## config.mk

```make
export PLATFORM = sky130hd
export DESIGN_NAME = pmu_cell
export DESIGN_NICKNAME = d
export VERILOG_FILES = /design/src/sv/pmu_pkg.sv /design/src/sv/pmu_cell.sv
export SDC_FILE = /design/constraint.sdc
export NUM_CORES = 2
export LEC_CHECK = 0
export BUFFER_PORTS_ARGS = -buffer_cell sky130_fd_sc_hd__buf_2
export CAP_MARGIN = 20
export CORE_MARGIN = 5
export CORE_UTILIZATION = 50
export CTS_CLUSTER_DIAMETER = 120
export DETAILED_ROUTE_END_ITERATION = 16
export PLACE_DENSITY_LB_ADDON = 0.25
export SYNTH_ARGS = -nofsm -noshare
export SYNTH_HDL_FRONTEND = slang
export SYNTH_SLANG_ARGS = --single-unit
```

## constraint.sdc

```tcl
create_clock -name clk -period 28.8 [get_ports clk]
set_input_delay 0 -clock clk [delete_from_list [all_inputs] [get_ports clk]]
set_output_delay 0 -clock clk [all_outputs]
set_load 0.02 [all_outputs]
```

## src/sv/pmu_pkg.sv

```systemverilog
package pmu_pkg;

  localparam int unsigned MAX_TERMS_DEF = 32;
  localparam int unsigned COEF_W        = 24;
  localparam int unsigned PROD_W        = 53;
  localparam int unsigned DEG_W         = 6;

  // one input beat
  typedef struct packed {
    logic                     req_type;
    logic signed [COEF_W-1:0] coef_value;
    logic                     last_coef;
  } pmu_in_t;

  // one result beat
  typedef struct packed {
    logic signed [PROD_W-1:0] product_coef;
    logic [DEG_W-1:0]         degree;
    logic                     last_term;
  } pmu_out_t;

  // controls broadcast to every cell of the chain
  typedef struct packed {
    logic                     step;
    logic                     clr;
    logic signed [COEF_W-1:0] x;
    logic signed [COEF_W-1:0] coef;
  } pmu_cell_ctl_t;

endpackage

```

## src/sv/pmu_cell.sv

```systemverilog
module pmu_cell (
  input  logic                            clk,
  input  pmu_pkg::pmu_cell_ctl_t          ctl,
  input  logic                            a_wr,
  input  logic                            b_wr,
  input  logic                            a_act,
  input  logic signed [pmu_pkg::COEF_W-1:0] b_next,
  input  logic signed [pmu_pkg::PROD_W-1:0] s_next,
  output logic signed [pmu_pkg::COEF_W-1:0] b_q,
  output logic signed [pmu_pkg::PROD_W-1:0] s_q
);
  import pmu_pkg::*;

  logic signed [COEF_W-1:0]   a_r;
  logic signed [COEF_W-1:0]   b_r;
  logic signed [PROD_W-1:0]   s_r;
  logic signed [2*COEF_W-1:0] prod;
  logic signed [PROD_W-1:0]   s_nxt;

  // tap product, zero for taps above the first polynomial's length
  always_comb begin
    if (a_act) begin
      prod = a_r * ctl.x;
    end else begin
      prod = '0;
    end
    s_nxt = PROD_W'(prod) + s_next;
  end

  always_ff @(posedge clk) begin
    if (a_wr) begin
      a_r <= ctl.coef;
    end
    if (b_wr) begin
      b_r <= ctl.coef;
    end else if (ctl.step) begin
      b_r <= b_next;
    end
    if (ctl.clr) begin
      s_r <= '0;
    end else if (ctl.step) begin
      s_r <= s_nxt;
    end
  end

  assign b_q = b_r;
  assign s_q = s_r;

endmodule

```

Yosys cells after proc, flatten, opt, wreduce, memory -nomap -nowiden
Cells that the tools add are included.
{"block": "word_totals", "in_bits": 131, "wordCells": 9, "regBits": 101, "out_inout_bits": 77}
{"block": "op_classes", "addsub": 1, "multipliers": 1, "n_mux": 3, "n_reduce_logical": 1}
{"op": "48-bit by 53-bit adder with 53-bit output", "count": 1}
{"op": "24-bit by 24-bit multiplier with 48-bit output", "count": 1}
{"op": "24-bit 2-to-1 mux", "count": 2}
{"op": "48-bit 2-to-1 mux", "count": 1}
{"op": "2-bit nonzero test", "count": 1}

Depth between registers and ports, before layout
{"block": "logic_depth", "depth_word": 3, "depth_mapped": 41, "mapped_depth_nobuf": 39}

Least setup slack after synthesis
OpenSTA, ideal clock, no wires.
{"block": "synth_path", "path_kind": "register to register", "start": "reg a_r[23]", "end": "reg s_r[52], in the netlist s_q[52]", "period_less_slack_ns": 9.146, "path_stages_with_launch": 39, "required_time_ns": 28.697, "t_arrival_ns": 9.042, "path_slack_ns": 19.654, "path_buffers": 2, "setup_time_ns": 0.103, "cell_sequence": "edfxtp_1 > clkbuf_1 > nand2_1 > inv_1 > fa_1 > fa_1 > inv_1 > fa_1 > inv_1 > fa_1 > fa_1 > fa_1 > inv_1 > fa_1 > inv_1 > ha_1 > nand2_1 > nand2_1 > (+3 left out) > a311oi_1 > o41ai_2 > a21o_1 > a21o_1 > xor2_1 > and2_1 > ha_1 > clkbuf_1 > and3_1 > a41oi_1 > o21ai_0 > a21o_1 > a21oi_1 > nand3_1 > o21ai_0 > xor2_1 > nor2_1 > a2111oi_2"}
{"block": "synth_via", "elab_chain_cells": 3}
{"item": "start, declared", "line_no": "pmu_cell.sv:14", "source": "logic signed [COEF_W-1:0] a_r;"}
{"item": "start signal, assigned", "line_no": "pmu_cell.sv:32", "source": "a_r <= ctl.coef;"}
{"item": "24-bit by 24-bit multiplier with 48-bit output", "line_no": "pmu_cell.sv:23", "source": "prod = a_r * ctl.x;"}
{"item": "48-bit 2-to-1 mux", "line_no": "pmu_cell.sv:22", "source": "if (a_act) begin"}
{"item": "48-bit by 53-bit adder with 53-bit output", "line_no": "pmu_cell.sv:27", "source": "s_nxt = PROD_W'(prod) + s_next;"}
{"item": "end signal, assigned", "line_no": "pmu_cell.sv:42", "source": "s_r <= s_nxt;"}
{"item": "end, declared", "line_no": "pmu_cell.sv:16", "source": "logic signed [PROD_W-1:0] s_r;"}
No other way between the ends.
A chain may end at the register's enable or synchronous reset.

Worst setup path after layout
{"block": "layout_path", "start": "reg a_r[21]", "end": "reg s_r[52], in the netlist s_q[52]"}
Same word-level chain as after synthesis.

==> flow_metrics.py <==
metrics = {
    "timing": {
        "slew_viol_final": 0,
        "timing.final.crit_share_pct": 35.8,
        "rsz0062_at_grt": "no",
        "max-slew-margin-rel_pct": 29.4,
        "final-setup-viol-count": 0,
        "hold_viol": 0,
        "fmax_mhz": 97.0,
        "fin_tns_setup_ns": 0,
        "fin_skew_ns": 0.0208,
        "period_minus_slack_ns": 10.31,
        "max_slew.worst_pin.slew_ns": 1.06,
    },
    "yosys": {
        "ys_types": 67,
        "ys_seq_area_share_pct": 9.10,
        "synth_top_family_by_area": "adder cells",
        "synth_cells": 2982,
        "synth_nets": 3907,
        "synth-seq-cells": 101,
        "async_flop_share_pct": 0,
        "synth-compound-area-share_pct": 7.58,
        "yosys.area_share.simple_pct": 15.5,
        "synth_warnings": 0,
        "synthesis.area_sq_um": 27500,
        "synth_adder_area_share_pct": 52.7,
        "synthMuxAreaShare_pct": 2.04,
        "ys.flop_type": "dfxtp_1",
        "synth_edf_count": 48,
        "syn_avg_cell_area_sq_um": 9.22,
        "synthXorXnorAreaFrac_pct": 2.96,
    },
    "floorplanning": {
        "row_count": 86,
        "die_w_um": 245,
        "start_util_pct": 50.2,
        "ios": 208,
        "die_h_um": 245,
        "coreArea_sq_um": 54800,
        "die_area_sq_um": 59800,
    },
    "setup_path": {
        "worstPathArrival_ns": 10.61,
        "r2r-start": "a_r[21]$_DFFE_PP_",
        "required_ns": 29.09,
        "critical_path_class": "flip-flop to flip-flop",
        "cp-end-kind": "flip-flop",
        "worst_setup_path_start_kind": "flip-flop",
        "cp_max_fo": 24,
        "reg2reg_depth": 36,
        "path_common_cell": "fa_1",
        "reg2reg_slack_ns": 18.49,
        "max_stage_delay_ns": 1.02,
        "r2r-end": "s_q[52]$_SDFFE_PP0P_",
        "slowest_stage": "edfxtp_1",
    },
    "finish": {
        "num-nets-final": 4055,
        "instances_no_fill": 3847,
        "syn2layout_area_growth_pct": 8.39,
        "drive_gt1_share_pct": 8.61,
        "post-route-util_pct": 54.4,
    },
    "route": {
        "vias_per_cell": 5.41,
        "drt_iter0_drc": 1513,
        "post_drt_wl_per_cell_um": 19.4,
        "drcViolationCount": 0,
        "ant_nets": 0,
        "num_vias": 20800,
        "wl_um": 74500,
        "dr.pass1.iters": 5,
    },
    "worst_hold_path": {
        "hold_path_depth": 4,
        "min_from": "s_next[52]",
        "min_to": "s_q[52]$_SDFFE_PP0P_",
        "hp-class": "input port to flip-flop",
    },
    "clocking": {
        "clock-sinks": 101,
        "clkTransAtPathRegs_ns": 0.09,
        "htree_levels": 3,
        "clock_path_buffers": 2,
        "cts_tree": "yes",
        "cts_root_buf": "clkbuf_16",
        "clkLatencyLatePin_ns": 0.39,
        "cts_buffers": 9,
    },
    "placed_design": {
        "portBuffers": 207,
        "place_inst": 3774,
        "routabilityCongestion": 0.927,
        "dp_hpwl_um": 62200,
    },
    "grt": {
        "antenna_found_initial": 13,
        "grt_usage_pct": 25.9,
        "grt_overflow_total": 0,
        "grt_max_degree": 52,
        "grt_pass1_wl_um": 124000,
        "grt_pass1_vias": 22800,
    },
    "flow_run": {
        "max-cap-violations": 0,
    },
    "outcome": {
        "outcome": "completed",
    },
}
==> final cells by class <==
class	count	area (sq um)
clock inverter	7	86.3
antenna	8	20.0
inverter	616	2310
sequential	101	2500
multi-input combinational	2142	22200
clock buffer	9	225
tap	704	881
fill	4939	25000
timing repair buffer	260	1560
==> Yosys cell counts (4+ instances only) <==
master	count	area (sq um)
nor3_1	16	80.1
mux2i_1	29	290
o21a_1	13	97.6
o21ai_0	56	280
ha_1	186	2330
nand2b_1	18	113
a211oi_1	10	75.1
a311oi_1	5	43.8
inv_1	615	2310
nor3b_1	5	37.5
clkbuf_1	120	450
nand4_1	8	50.1
o22ai_1	7	43.8
nor2b_1	14	87.6
o21bai_1	12	90.1
nand3_1	18	90.1
fa_1	608	12200
xor2_1	31	272
a21oi_1	93	465
or3_1	11	68.8
a31oi_1	16	100
o31ai_1	5	37.5
dfxtp_1	53	1060
edfxtp_1	48	1440
nand2_1	373	1400
a21o_1	48	360
nor2_1	134	503
and3_1	15	93.8
o21ai_1	4	20.0
and2_1	266	1660
xnor2_1	62	543
mux2_2	24	270
==> how the worst max path moves through the flow <==
stage	startpoint	to	slack [ns]	cells after the start
2_1_floorplan	a_r[23]$_DFFE_PP_	s_q[52]$_SDFFE_PP0P_	19.65	38
3_3_place_gp	a_r[21]$_DFFE_PP_	s_q[52]$_SDFFE_PP0P_	18.80	36
3_5_place_dp	a_r[23]$_DFFE_PP_	s_q[52]$_SDFFE_PP0P_	18.62	33
4_1_cts	a_r[23]$_DFFE_PP_	s_q[52]$_SDFFE_PP0P_	18.54	33
5_1_grt	a_r[23]$_DFFE_PP_	s_q[52]$_SDFFE_PP0P_	17.88	33
6_report	a_r[21]$_DFFE_PP_	s_q[52]$_SDFFE_PP0P_	18.49	36
==> flip-flops by register name (all words and copies together) (netlist names) <==
register,count
b_q,24
s_q,53
a_r,24
==> cell usage in the layout (no fill, tap or decap), types with 4 or more instances in the layout <==
| cell type | count |
|---|---|
| inv_1 | 615 |
| fa_1 | 608 |
| nand2_1 | 373 |
| and2_1 | 266 |
| buf_2 | 207 |
| ha_1 | 186 |
| nor2_1 | 134 |
| a21oi_1 | 93 |
| xnor2_1 | 62 |
| o21ai_0 | 56 |
| dfxtp_1 | 53 |
| dlygate4sd3_1 | 49 |
| a21o_1 | 48 |
| edfxtp_1 | 48 |
| xor2_1 | 31 |
| mux2i_1 | 29 |
| mux2_2 | 24 |
| nand2b_1 | 18 |
| nand3_1 | 18 |
| nor3_1 | 16 |
| a31oi_1 | 16 |
| and3_1 | 15 |
| nor2b_1 | 14 |
| o21a_1 | 13 |
| o21bai_1 | 12 |
| or3_1 | 11 |
| a211oi_1 | 10 |
| clkbuf_16 | 9 |
| diode_2 | 8 |
| nand4_1 | 8 |
| o22ai_1 | 7 |
| o31ai_1 | 5 |
| a311oi_1 | 5 |
| nor3b_1 | 5 |
| o21ai_1 | 4 |
| buf_4 | 4 |
==> per-stage QoR <==
stage               setup slack [ns]  hold WS (ns)  instance area (sq um)
floorplan                      19.65        0.0989                  27500
global placement               18.80         0.192                  29000
detailed placement             18.62         0.195                  29000
CTS                            18.54        0.0229                  29800
global route                   17.88        0.0517                  29800
finish                         18.49        0.0389                  29800
==> what timing repair did <==
item | CTS | global route
endpoints found under the setup margin | 0 | 0
hold buffers | 49 | 0
resized for setup | 0 | 0
buffers inserted | 0 | 0
endpoints found under the hold margin | 49 | 0
==> cell families after synthesis <==
family	after synthesis
and+or+nand+nor	889
AOI/OAI and AO/OA	313
adders and majority gates	794
muxes	53
DFF	101
buffers and inverters	739
xor gates and xnor gates	93
==> layer usage <==
layer / share of wire, % / track usage (%) / up-vias
met5: 0.086 / 0 / -
met4: 1.2 / 4.11 / 10
met3: 7.1 / 4.51 / 86
met2: 47 / 41.5 / 739
met1: 45 / 38.2 / 10600
li1: - / - / 9365
==> critical path: cells and delay by family, from the launching register on <==
family	cells	cell delay [ns]
adder cells (fa/ha/maj)	9	4.34
AO/OA/AOI/OAI	15	3.42
flip-flops	1	1.02
AND/OR/NAND/NOR	5	0.79
XOR/XNOR	2	0.36
buffers and inverters	5	0.26
Power is left out: the tool's default activity adds up to more than one toggle a clock period on the data nets, which glitch-free logic cannot reach.
